## config.mk

```make
export PLATFORM = sky130hd
export DESIGN_NAME = aess_ctrl
export DESIGN_NICKNAME = d
export VERILOG_FILES = /design/src/aess_pkg.sv /design/src/aess_ctrl.sv
export SDC_FILE = /design/constraint.sdc
export NUM_CORES = 1
export LEC_CHECK = 0
export BUFFER_PORTS_ARGS = -buffer_cell sky130_fd_sc_hd__buf_4
export CORE_MARGIN = 2
export CORE_UTILIZATION = 58
export DETAILED_ROUTE_END_ITERATION = 10
export PLACE_DENSITY_LB_ADDON = 0.25
export SETUP_SLACK_MARGIN = 0.5
export SLEW_MARGIN = 5
export SYNTH_ARGS = -nofsm -noshare
export SYNTH_HDL_FRONTEND = slang
export SYNTH_SLANG_ARGS = --single-unit
```

## constraint.sdc

```tcl
create_clock -name clk_i -period 4.3 [get_ports clk_i]
set_input_delay 0.215 -clock clk_i [delete_from_list [all_inputs] [get_ports clk_i]]
set_output_delay 0.215 -clock clk_i [all_outputs]
set_load 0.02 [all_outputs]
```

## src/aess_pkg.sv

```systemverilog
// Shared types, codes and defaults of the semi-static arithmetic encoder.
package aess_pkg;

  // Default parameter values.
  localparam int unsigned DefCountWidth = 24;
  localparam int unsigned DefPendingMax = 255;
  localparam int unsigned DefScaleLimit = 16383;

  // Fixed widths of the coder and the model store.
  localparam int unsigned ScaleWidth = 14;
  localparam int unsigned CumWidth   = 15;
  localparam int unsigned ModelWidth = ScaleWidth + CumWidth;
  localparam int unsigned NumSymbols = 256;

  // Operation codes of an input item.
  typedef enum logic [1:0] {
    OP_COUNT  = 2'd0,
    OP_ENCODE = 2'd1,
    OP_FLUSH  = 2'd2
  } op_e;

  // Status codes of a result.
  typedef enum logic [1:0] {
    STATUS_OK        = 2'd0,
    STATUS_EMPTY     = 2'd1,
    STATUS_EXHAUSTED = 2'd2,
    STATUS_OVERFLOW  = 2'd3
  } status_e;

  // Kind of the next renormalization step.
  typedef enum logic [1:0] {
    RN_SHIFT_OUT,
    RN_UNDERFLOW,
    RN_DONE
  } renorm_e;

  // Datapath commands.
  typedef enum logic [4:0] {
    CMD_NOP,
    CMD_CNT_INC,
    CMD_RB_INIT,
    CMD_SCAN,
    CMD_RESCAN,
    CMD_BUILD_INIT,
    CMD_BUILD,
    CMD_BUILD_END,
    CMD_MDL_LATCH,
    CMD_MUL_HI,
    CMD_DIV,
    CMD_MUL_LO,
    CMD_NARROW,
    CMD_RENORM,
    CMD_PEND,
    CMD_DEC_WR,
    CMD_ST_EMPTY,
    CMD_ST_EXH,
    CMD_ST_OVF,
    CMD_FL_B1,
    CMD_FL_B2,
    CMD_FL_PAD,
    CMD_RESTART,
    CMD_FINISH
  } dp_cmd_e;

  // Controller states.
  typedef enum logic [4:0] {
    S_IDLE,
    S_CNT_RD,
    S_CNT_WR,
    S_RB_INIT,
    S_SCAN,
    S_SCAN_END,
    S_BUILD,
    S_BUILD_END,
    S_RB_CHK,
    S_MDL_RD,
    S_MDL_CHK,
    S_MUL_HI,
    S_DIV_HI,
    S_MUL_LO,
    S_DIV_LO,
    S_NARROW,
    S_RENORM,
    S_PEND,
    S_DEC_RD,
    S_DEC_WR,
    S_OVF,
    S_EMPTY,
    S_EXH,
    S_FL_B1,
    S_FL_B2,
    S_FL_PEND,
    S_FL_PAD,
    S_FL_RESTART,
    S_FINISH
  } ctrl_state_e;

  // Input item.
  typedef struct packed {
    logic [1:0] operation;
    logic [7:0] symbol;
  } in_t;

  // Result item.
  typedef struct packed {
    logic [7:0] coded_byte;
    logic       last_byte;
    logic [1:0] status;
  } out_t;

  // Controller to datapath.
  typedef struct packed {
    dp_cmd_e cmd;
    logic    accept;
  } dp_ctl_t;

  // Datapath to controller.
  typedef struct packed {
    logic    can_emit;
    logic    idx_end;
    logic    scan_ok;
    logic    total_zero;
    logic    exhausted;
    logic    div_last;
    renorm_e rn_kind;
    logic    pend_zero;
    logic    pend_one;
    logic    cnt_one;
    logic    ovf;
    logic    bpos_full;
  } dp_sts_t;

endpackage

```

## src/aess_ctrl.sv

```systemverilog
// Controller state machine sequencing count, rebuild, encode and flush.
module aess_ctrl (
  input  logic              clk_i,
  input  logic              rst_ni,
  input  logic              in_valid_i,
  input  logic [1:0]        operation_i,
  output logic              in_stall_o,
  output aess_pkg::dp_ctl_t ctl_o,
  input  aess_pkg::dp_sts_t sts_i
);
  import aess_pkg::*;

  ctrl_state_e state_q, state_d;
  logic        ready_q;
  logic        rb_dec_q;
  logic        flush_q;
  logic        accept;

  assign in_stall_o = (state_q != S_IDLE);
  assign accept     = in_valid_i && (state_q == S_IDLE);

  // Next state.
  always_comb begin
    state_d = state_q;
    case (state_q)
      S_IDLE: begin
        if (accept) begin
          case (op_e'(operation_i))
            OP_COUNT:  state_d = ready_q ? S_FINISH : S_CNT_RD;
            OP_ENCODE: state_d = ready_q ? S_MDL_RD : S_RB_INIT;
            default:   state_d = ready_q ? S_FL_B1 : S_EMPTY;
          endcase
        end
      end
      S_CNT_RD:    state_d = S_CNT_WR;
      S_CNT_WR:    state_d = S_FINISH;
      S_RB_INIT:   state_d = S_SCAN;
      S_SCAN:      if (sts_i.idx_end) state_d = S_SCAN_END;
      S_SCAN_END:  state_d = sts_i.scan_ok ? S_BUILD : S_SCAN;
      S_BUILD:     if (sts_i.idx_end) state_d = S_BUILD_END;
      S_BUILD_END: state_d = rb_dec_q ? S_OVF : S_RB_CHK;
      S_RB_CHK:    state_d = sts_i.total_zero ? S_EMPTY : S_MDL_RD;
      S_MDL_RD:    state_d = S_MDL_CHK;
      S_MDL_CHK:   state_d = sts_i.exhausted ? S_EXH : S_MUL_HI;
      S_MUL_HI:    state_d = S_DIV_HI;
      S_DIV_HI:    if (sts_i.div_last) state_d = S_MUL_LO;
      S_MUL_LO:    state_d = S_DIV_LO;
      S_DIV_LO:    if (sts_i.div_last) state_d = S_NARROW;
      S_NARROW:    state_d = S_RENORM;
      S_RENORM: begin
        if (sts_i.rn_kind == RN_DONE) begin
          state_d = S_DEC_RD;
        end else if (sts_i.rn_kind == RN_SHIFT_OUT && sts_i.can_emit) begin
          state_d = sts_i.pend_zero ? S_RENORM : S_PEND;
        end
      end
      S_PEND:      if (sts_i.can_emit && sts_i.pend_one) state_d = S_RENORM;
      S_DEC_RD:    state_d = S_DEC_WR;
      S_DEC_WR:    state_d = sts_i.cnt_one ? S_RB_INIT : S_OVF;
      S_OVF:       if (!sts_i.ovf || sts_i.can_emit) state_d = S_FINISH;
      S_EMPTY:     if (sts_i.can_emit) state_d = flush_q ? S_FL_RESTART : S_FINISH;
      S_EXH:       if (sts_i.can_emit) state_d = S_FINISH;
      S_FL_B1:     if (sts_i.can_emit) state_d = S_FL_B2;
      S_FL_B2: begin
        if (sts_i.can_emit) begin
          state_d = sts_i.pend_zero ? S_FL_PAD : S_FL_PEND;
        end
      end
      S_FL_PEND:   if (sts_i.can_emit && sts_i.pend_one) state_d = S_FL_PAD;
      S_FL_PAD:    if (sts_i.bpos_full) state_d = S_FL_RESTART;
      S_FL_RESTART: state_d = S_FINISH;
      S_FINISH:    if (sts_i.can_emit) state_d = S_IDLE;
      default:     state_d = S_IDLE;
    endcase
  end

  // Datapath commands.
  always_comb begin
    ctl_o.accept = accept;
    ctl_o.cmd    = CMD_NOP;
    case (state_q)
      S_CNT_WR:    ctl_o.cmd = CMD_CNT_INC;
      S_RB_INIT:   ctl_o.cmd = CMD_RB_INIT;
      S_SCAN:      ctl_o.cmd = CMD_SCAN;
      S_SCAN_END:  ctl_o.cmd = sts_i.scan_ok ? CMD_BUILD_INIT : CMD_RESCAN;
      S_BUILD:     ctl_o.cmd = CMD_BUILD;
      S_BUILD_END: ctl_o.cmd = CMD_BUILD_END;
      S_MDL_CHK:   ctl_o.cmd = sts_i.exhausted ? CMD_NOP : CMD_MDL_LATCH;
      S_MUL_HI:    ctl_o.cmd = CMD_MUL_HI;
      S_DIV_HI:    ctl_o.cmd = CMD_DIV;
      S_MUL_LO:    ctl_o.cmd = CMD_MUL_LO;
      S_DIV_LO:    ctl_o.cmd = CMD_DIV;
      S_NARROW:    ctl_o.cmd = CMD_NARROW;
      S_RENORM: begin
        if (sts_i.rn_kind == RN_UNDERFLOW ||
            (sts_i.rn_kind == RN_SHIFT_OUT && sts_i.can_emit)) begin
          ctl_o.cmd = CMD_RENORM;
        end
      end
      S_PEND:      if (sts_i.can_emit) ctl_o.cmd = CMD_PEND;
      S_DEC_WR:    ctl_o.cmd = CMD_DEC_WR;
      S_OVF:       if (sts_i.ovf && sts_i.can_emit) ctl_o.cmd = CMD_ST_OVF;
      S_EMPTY:     if (sts_i.can_emit) ctl_o.cmd = CMD_ST_EMPTY;
      S_EXH:       if (sts_i.can_emit) ctl_o.cmd = CMD_ST_EXH;
      S_FL_B1:     if (sts_i.can_emit) ctl_o.cmd = CMD_FL_B1;
      S_FL_B2:     if (sts_i.can_emit) ctl_o.cmd = CMD_FL_B2;
      S_FL_PEND:   if (sts_i.can_emit) ctl_o.cmd = CMD_PEND;
      S_FL_PAD:    if (!sts_i.bpos_full && sts_i.can_emit) ctl_o.cmd = CMD_FL_PAD;
      S_FL_RESTART: ctl_o.cmd = CMD_RESTART;
      S_FINISH:    if (sts_i.can_emit) ctl_o.cmd = CMD_FINISH;
      default:     ctl_o.cmd = CMD_NOP;
    endcase
  end

  // State, model-ready flag and item context.
  always_ff @(posedge clk_i or negedge rst_ni) begin
    if (!rst_ni) begin
      state_q  <= S_IDLE;
      ready_q  <= 1'b0;
      rb_dec_q <= 1'b0;
      flush_q  <= 1'b0;
    end else begin
      state_q <= state_d;
      if (accept) begin
        rb_dec_q <= 1'b0;
        flush_q  <= (operation_i != OP_COUNT) && (operation_i != OP_ENCODE);
      end
      if (state_q == S_DEC_WR && sts_i.cnt_one) begin
        rb_dec_q <= 1'b1;
      end
      if (state_q == S_RB_CHK && !sts_i.total_zero) begin
        ready_q <= 1'b1;
      end
      if (state_q == S_FL_RESTART) begin
        ready_q <= 1'b0;
      end
    end
  end

endmodule

```

==> impl_results.rst, run 1 <==
.. list-table::
   :header-rows: 1

   * - Metric
     - Value
   * - Post-layout utilization of the core
     - 0.7184
   * - Async S/R FF share, synth
     - 1.000
   * - Yosys top cell by area
     - dfrtp_1
   * - Footprint of the multi-input gates
     - 793.3 um2
   * - Number of standard-cell rows in the floorplan
     - 15
   * - First-pass detailed-route iteration total
     - 5
   * - FF-to-FF Start
     - state_q[3]
   * - Setup TNS
     - 0 ps
   * - Sum of routed wire length over all layers
     - 3211 um
   * - H-tree lvl count
     - 1
   * - Wire length of the first global-routing pass
     - 5099 um
   * - Capture endpoint of the worst hold path
     - flush_q
   * - Layout cells sized above 1
     - 0.1823
   * - Area overhead of the layout relative to synthesis
     - 14.46%
   * - Sequential element share of the synthesized area
     - 0.1808
   * - Worst-case headroom to the max-slew limit
     - 0.3801
   * - Post-DR vias/cell
     - 6.553
   * - R2r setup slk
     - 1920 ps
   * - Leftover overflow at the end of global routing
     - 0
   * - Worst hold path depth
     - 2
   * - Worst skew pair latency
     - 250 ps
   * - Resized cells post-CTS
     - 0
   * - Die Y-Extent
     - 47.70 um
   * - Yosys synthesis warning count
     - 0
   * - Chip Width
     - 47.70 um
   * - Synthesized flop and latch total
     - 8
   * - Number of nets with antenna violations after detailed routing
     - 0
   * - IO Pins
     - 25
   * - Final worst clock skew
     - 1.906 ps
   * - Number of buffers inserted by port buffering
     - 24
   * - Most common flop cell mapped by yosys
     - dfrtp_1
   * - TritonCTS sink count
     - 8
   * - Worst-case vdd ir drop
     - 0.5825 mV
   * - CP startpoint kind
     - register
   * - Distinct cell type count of the synthesized netlist
     - 50
   * - Initial detailed-routing violation count
     - 69
   * - Period Utilization, post-route
     - 0.5902
   * - Power per cell area
     - 798.1 mW/mm2
   * - Wirelength per Cell
     - 15.59 um
   * - Pin count of the biggest net entering global routing
     - 30
   * - Net Switching
     - 570.2 uW
   * - Clock power frac
     - 0.055
   * - Die area
     - 0.002275 mm2
   * - Static power due to leakage
     - 0.5548 nW
   * - Final routed DRC violation total
     - 0
   * - Combined global-route utilization of all metal layers
     - 0.3187
   * - Final nets
     - 201
   * - Antenna cell count
     - 0
   * - Setup repair after global routing missed its margin
     - false
   * - Number of fill cells in the layout
     - 159
   * - Final critical-path required period
     - 2538 ps
   * - Classification of the worst setup path
     - register to primary output
   * - Antenna violations before repair
     - 0
   * - Area share of the largest cell type after synthesis
     - 0.1808
   * - Min-delay src
     - operation_i[1]
   * - Peak fanout along the critical path
     - 29
   * - CTS tree
     - built
   * - Last weighted congestion value of the routability-driven placer
     - 1.012
   * - Number of vias after detailed routing
     - 1350
   * - Result of the run
     - finished, final reports clean
   * - Via count of the first global-routing pass
     - 1144
   * - TritonCTS buffer count
     - 3
   * - Worst Setup Slack, final
     - 1762 ps
   * - Part of the power in combinational logic
     - 0.665
   * - Final-report hold violation count
     - 0
   * - FF-to-FF End
     - state_q[3]
   * - Hold Worst Slack
     - 231.6 ps
   * - Switching Fraction
     - 0.5637
   * - Core ar.
     - 0.001764 mm2
   * - Commonest cells after routing, fill and taps aside
     - nand2_1, buf_4, nor2_1, a21oi_1, o21ai_0
   * - Internal power of the cells
     - 441.3 uW
   * - Max-capacitance violation count
     - 0
   * - Library cell used as clock root buffer
     - clkbuf_4
   * - Register area
     - 200.2 um2
   * - Kind of end point of the critical path
     - primary output
   * - Top cells by area in the synthesized netlist
     - dfrtp_1, nand2_1, a21oi_1
   * - Post-synth EDFFs
     - 0
   * - Buffers inserted by post-CTS timing repair
     - 0
   * - Reg2reg path depth
     - 6
   * - Total count of max-transition violations in the final report
     - 0
   * - Initial core utilization
     - 0.6277
   * - Type of the worst min-delay path
     - primary input to register
   * - Maximum frequency from static timing analysis
     - 0.3940 GHz
   * - Post-Synthesis Cells
     - 167
   * - Final setup vio count
     - 0
   * - Share of total power in sequential cells
     - 0.280
   * - Total nets after synthesis
     - 185
   * - Synthesized cell area
     - 0.001107 mm2
   * - Most common library cell in the layout ignoring fill and taps
     - nand2_1
   * - Post-DP HPWL
     - 2324 um
   * - Worst Tran Pin Value
     - 929.8 ps
   * - Clock transition at path regs
     - 50 ps
   * - Syn_area_per_cell
     - 6.631 um2
   * - Pre-CTS setup slack
     - 1986 ps
   * - CTS max path bufs
     - 2
   * - CP arrival
     - 2320 ps
   * - Critical Path RT
     - 4090 ps
through the flow:
step | instance area, um2 | power, mW | instances
floorplan | 1107 | 0.7917 | 167
global placement | 1235 | 0.9167 | 202
detailed placement | 1235 | 0.9338 | 202
CTS | 1267 | 0.9942 | 206
global route | 1267 | 1.092 | 206
finish | 1267 | 1.012 | 206
cell families after synthesis:
kind of cell / after synthesis / share of synthesized area
AO/OA/AOI/OAI: 64 / 0.3864
buffers and inverters: 22 / 0.1028
flip-flops: 8 / 0.1808
multiplexers: 2 / 0.01921
AND/OR/NAND/NOR: 71 / 0.3107
metal layers:
metal  track usage  part of all wire  vias up
li1              -                 -      647
met1        0.4485              0.41      584
met2        0.4613              0.45      104
met3       0.09811              0.12       15
met4        0.1081             0.022        0
met5             0                 0        -
state kept, by name, indices dropped and copies added, names as in the netlist:
name / flops
flush_q: 1
rb_dec_q: 1
state_q: 5
ready_q: 1
Yosys cell counts, types with 2 or more instances:
master,instances
a2bb2oi_1,2
a21oi_1,13
nor2_1,16
buf_4,2
buf_6,2
nand4_1,2
o22ai_1,4
inv_1,6
o211ai_1,3
o21ai_0,10
o21bai_1,2
buf_2,7
nand2b_1,4
a31oi_1,3
o21ai_1,8
or3_1,3
and3_1,2
dfrtp_1,8
nand2_1,26
nand3_1,6
nor2b_1,2
a221o_1,2
nor3_1,3
a21o_1,3
a211oi_1,2
clkbuf_1,2
critical path, cell delays in order, from the launching register on:
cell	delay [ps]
dfrtp_1	940
nor2_1	280
nand2_1	170
nand3_1	100
a311oi_1	270
a221o_1	150
buf_4	140
timing repair:
action                                  4_1_cts  5_1_grt
hold buffers                                  1        0
hold endpoints to repair                      8        0
endpoints found under the setup margin        0        0
area by class of cell:
class | count | share of cell area
clock buffer | 3 | 0.01777
inverter | 8 | 0.02369
multi-input combinational | 137 | 0.6259
sequential | 8 | 0.1579
tap | 25 | 0.02468
timing repair buffer | 25 | 0.1500
power groups by stage:
stage / sequential [mW] / combinational, mW / clock [mW]
global route: 0.296 / 0.733 / 0.0630
global placement: 0.274 / 0.643 / 0
finish: 0.283 / 0.672 / 0.0557
detailed placement: 0.276 / 0.657 / 0
CTS: 0.275 / 0.661 / 0.0578
floorplan: 0.143 / 0.649 / 0
worst max-delay path by stage:
stage / startpoint / end / slack (ps) / cells after the start
after detailed placement: state_q[3] / state_q[3] / 1990 / 6
after CTS: state_q[3] / ctl_o[1] / 1810 / 6
after global placement: state_q[3] / state_q[3] / 2070 / 6
after global routing: state_q[3] / ctl_o[1] / 1600 / 6
final: state_q[3] / ctl_o[1] / 1760 / 6
after floorplan: state_q[3] / ctl_o[5] / 2530 / 5
Note: power is estimated with default switching activity, not from simulation.
==> run 2, diff against run 1 <==
ABC_AREA = 1   (was default)
CORE_UTILIZATION = 56   (was 58)
clock period = 2.6 ns   (was 4.3 ns; I/O delays follow)
==> impl_results.rst, run 2 <==
.. list-table::
   :header-rows: 1

   * - Metric
     - Value
   * - CP startpoint kind
     - register
   * - Post-Synthesis Cells
     - 258
   * - Via count of the first global-routing pass
     - 1443
   * - Kind of end point of the critical path
     - primary output
   * - Library cell used as clock root buffer
     - clkbuf_4
   * - Final-report hold violation count
     - 0
   * - Setup TNS
     - 0 ps
   * - Cell breakdown of the critical path
     - buf_6, nand3_2, nor2_2, a21o_1, a21oi_1, nand3_1, buf_4
   * - Post-Layout Cell Count
     - 314
   * - Last weighted congestion value of the routability-driven placer
     - 0.9865
   * - Wire length of the first global-routing pass
     - 6913 um
   * - Static power due to leakage
     - 0.9626 nW
   * - Net Switching
     - 1.144 mW
   * - Total power
     - 1.926 mW
   * - TritonCTS sink count
     - 8
   * - Async S/R FF share, synth
     - 1.000
   * - Final setup vio count
     - 0
   * - Post-place instance area
     - 0.001564 mm2
   * - Final routed DRC violation total
     - 0
   * - Internal power of the cells
     - 782.4 uW
   * - FF-to-FF Start
     - state_q[1]
   * - Sequential element share of the synthesized area
     - 0.1417
   * - Yosys top cell by area
     - nand2_1
   * - Maximum frequency from static timing analysis
     - 0.4980 GHz
   * - Area share of the largest cell type after synthesis
     - 0.1993
   * - Period Utilization, post-route
     - 0.7724
   * - CTS tree
     - built
   * - Post-DR vias/cell
     - 5.736
   * - Distinct cell type count of the synthesized netlist
     - 26
   * - Number of standard-cell rows in the floorplan
     - 18
   * - Largest register FFs
     - 5
   * - Clock power frac
     - 0.051
   * - TritonCTS buffer count
     - 3
   * - IO Pins
     - 25
   * - Cell area after layout
     - 0.001650 mm2
   * - Most common library cell in the layout ignoring fill and taps
     - nand2_1
   * - Final critical-path required period
     - 2008 ps
   * - Combined global-route utilization of all metal layers
     - 0.3238
   * - Worst hold path depth
     - 3
   * - Post-synth top cells
     - nand2_1, nor2_1, nand3_1, inv_1, o21ai_0
   * - Most used standard cell by instance count after synthesis
     - nand2_1
   * - Post-synth EDFFs
     - 0
   * - Largest reg by FF count
     - state_q
   * - Result of the run
     - finished, final reports clean
   * - Worst skew pair latency
     - 260 ps
   * - Pin count of the biggest net entering global routing
     - 16
   * - Initial detailed-routing violation count
     - 115
   * - Critical Path RT
     - 2470 ps
   * - Yosys synthesis warning count
     - 0
   * - Switching Fraction
     - 0.5938
   * - Total count of max-transition violations in the final report
     - 0
   * - Peak fanout along the critical path
     - 15
   * - Chip Width
     - 54.23 um
   * - Classification of the worst setup path
     - register to primary output
   * - Worst stage delay on the critical path
     - 510 ps
   * - Die area
     - 0.002940 mm2
   * - Min-delay src
     - operation_i[1]
   * - Power per cell area
     - 1167 mW/mm2
   * - Antenna cell count
     - 0
   * - Type of the worst min-delay path
     - primary input to register
   * - Commonest cells after routing, fill and taps aside
     - nand2_1, nor2_1, nand3_1, buf_4, inv_1
   * - Number of buffers inserted by port buffering
     - 24
   * - CP arrival
     - 1880 ps
   * - Worst Tran Pin Value
     - 417.5 ps
   * - Final nets
     - 304
   * - Part of the power in combinational logic
     - 0.783
   * - Syn_area_per_cell
     - 5.475 um2
   * - Post-layout utilization of the core
     - 0.6785
   * - R2r setup slk
     - 750 ps
   * - FF-to-FF End
     - state_q[2]
   * - Number of vias after detailed routing
     - 1801
   * - Setup repair after global routing missed its margin
     - false
   * - Layout cells sized above 1
     - 0.2113
   * - Share of total power in sequential cells
     - 0.166
   * - First-pass detailed-route iteration total
     - 7
   * - Wirelength per Cell
     - 14.18 um
   * - Number of nets with antenna violations after detailed routing
     - 0
   * - Capture endpoint of the worst hold path
     - flush_q
   * - Reg2reg path depth
     - 11
   * - Max-capacitance violation count
     - 0
   * - Clock transition at path regs
     - 60 ps
   * - Post-DP HPWL
     - 3456 um
   * - Sum of routed wire length over all layers
     - 4453 um
   * - Area overhead of the layout relative to synthesis
     - 16.83%
   * - H-tree lvl count
     - 1
   * - Placed cell count
     - 304
   * - Worst-case headroom to the max-slew limit
     - 0.7217
   * - Core ar.
     - 0.002432 mm2
   * - Synthesized cell area
     - 0.001413 mm2
   * - CTS max path bufs
     - 2
   * - Cell type of the slowest stage on the worst timing path
     - dfrtp_1
   * - Antenna violations before repair
     - 0
   * - Total nets after synthesis
     - 276
   * - Top cells by area in the synthesized netlist
     - nand2_1, dfrtp_1, nand3_1
   * - Initial core utilization
     - 0.5808
   * - Most common flop cell mapped by yosys
     - dfrtp_1
   * - Worst-case vdd ir drop
     - 0.7913 mV
   * - Die Y-Extent
     - 54.23 um
   * - Final worst clock skew
     - 0.3853 ps
   * - Leftover overflow at the end of global routing
     - 0
   * - Synthesized flop and latch total
     - 8
-- run 2: changes by cell type after synthesis, sizes merged, moves of 4 or more --
cell,change
nand2b,-4
a21oi,-8
nand2,+52
nand4,+7
nand3,+32
inv,+24
o21ai,-7
nor2,+41
-- run 2: power groups by stage --
stage / sequential (mW) / clock (mW) / combinational, mW
3_5_place_dp: 0.312 / 0 / 1.38
6_report: 0.319 / 0.0991 / 1.51
4_1_cts: 0.310 / 0.100 / 1.39
3_3_place_gp: 0.310 / 0 / 1.38
5_1_grt: 0.328 / 0.104 / 1.67
2_1_floorplan: 0.226 / 0 / 1.16
-- run 2: how the worst max path moves through the flow --
stage          startpoint    endpoint  slack, ps  depth (start not counted)
2_1_floorplan  state_q[2]    ctl_o[3]       1150                          8
3_3_place_gp   state_q[1]    ctl_o[3]        820                          7
3_5_place_dp   state_q[4]  state_q[2]        820                         10
4_1_cts        state_q[1]    ctl_o[3]        540                          7
5_1_grt        state_q[1]    ctl_o[4]        510                          7
6_report       state_q[4]    ctl_o[3]        590                          7
-- run 2: cell type report --
cell class,count,area (um2)
inverters,32,122.6
repair buffers,32,246.5
fillers,266,782.0
well taps,30,37.54
flip-flops and latches,8,200.2
multi-input cells,209,1021
clock buffers,3,22.52
-- run 2: stage by stage --
step / setup slack (ps) / hold slack (ps)
after floorplan: 1147 / -165.6
after global placement: 819.0 / -46.67
after detailed placement: 816.3 / -44.82
after CTS: 543.1 / 91.69
after global routing: 511.4 / 127.5
final: 591.9 / 93.21
-- run 2: layer usage --
| layer | global-route usage | share of wire |
|---|---|---|
| met4 | 0.04583 | 0.017 |
| met2 | 0.5040 | 0.46 |
| met1 | 0.4698 | 0.40 |
| met5 | 0 | 0 |
| met3 | 0.06557 | 0.12 |
-- run 2: kinds of logic after synthesis --
logic type	after synthesis	share of synthesized area
buffers and inverters	41	0.1391
DFF	8	0.1417
and+or+nand+nor	189	0.6422
AOI/OAI and AO/OA	20	0.07706
-- run 2: worst max-delay path: cells and delay by family (launching register included) --
kind | cells | cell delay [ps]
buffers and inverters | 2 | 370
DFF | 1 | 510
and+or+nand+nor | 3 | 510
AOI/OAI and AO/OA | 2 | 220
-- run 2: repair_timing --
item | CTS | global route
gates resized for setup | 0 | 2
hold endpoints to repair | 8 | 0
hold buffers | 1 | 0
endpoints found under the setup margin | 0 | 5
setup buffers | 0 | 6
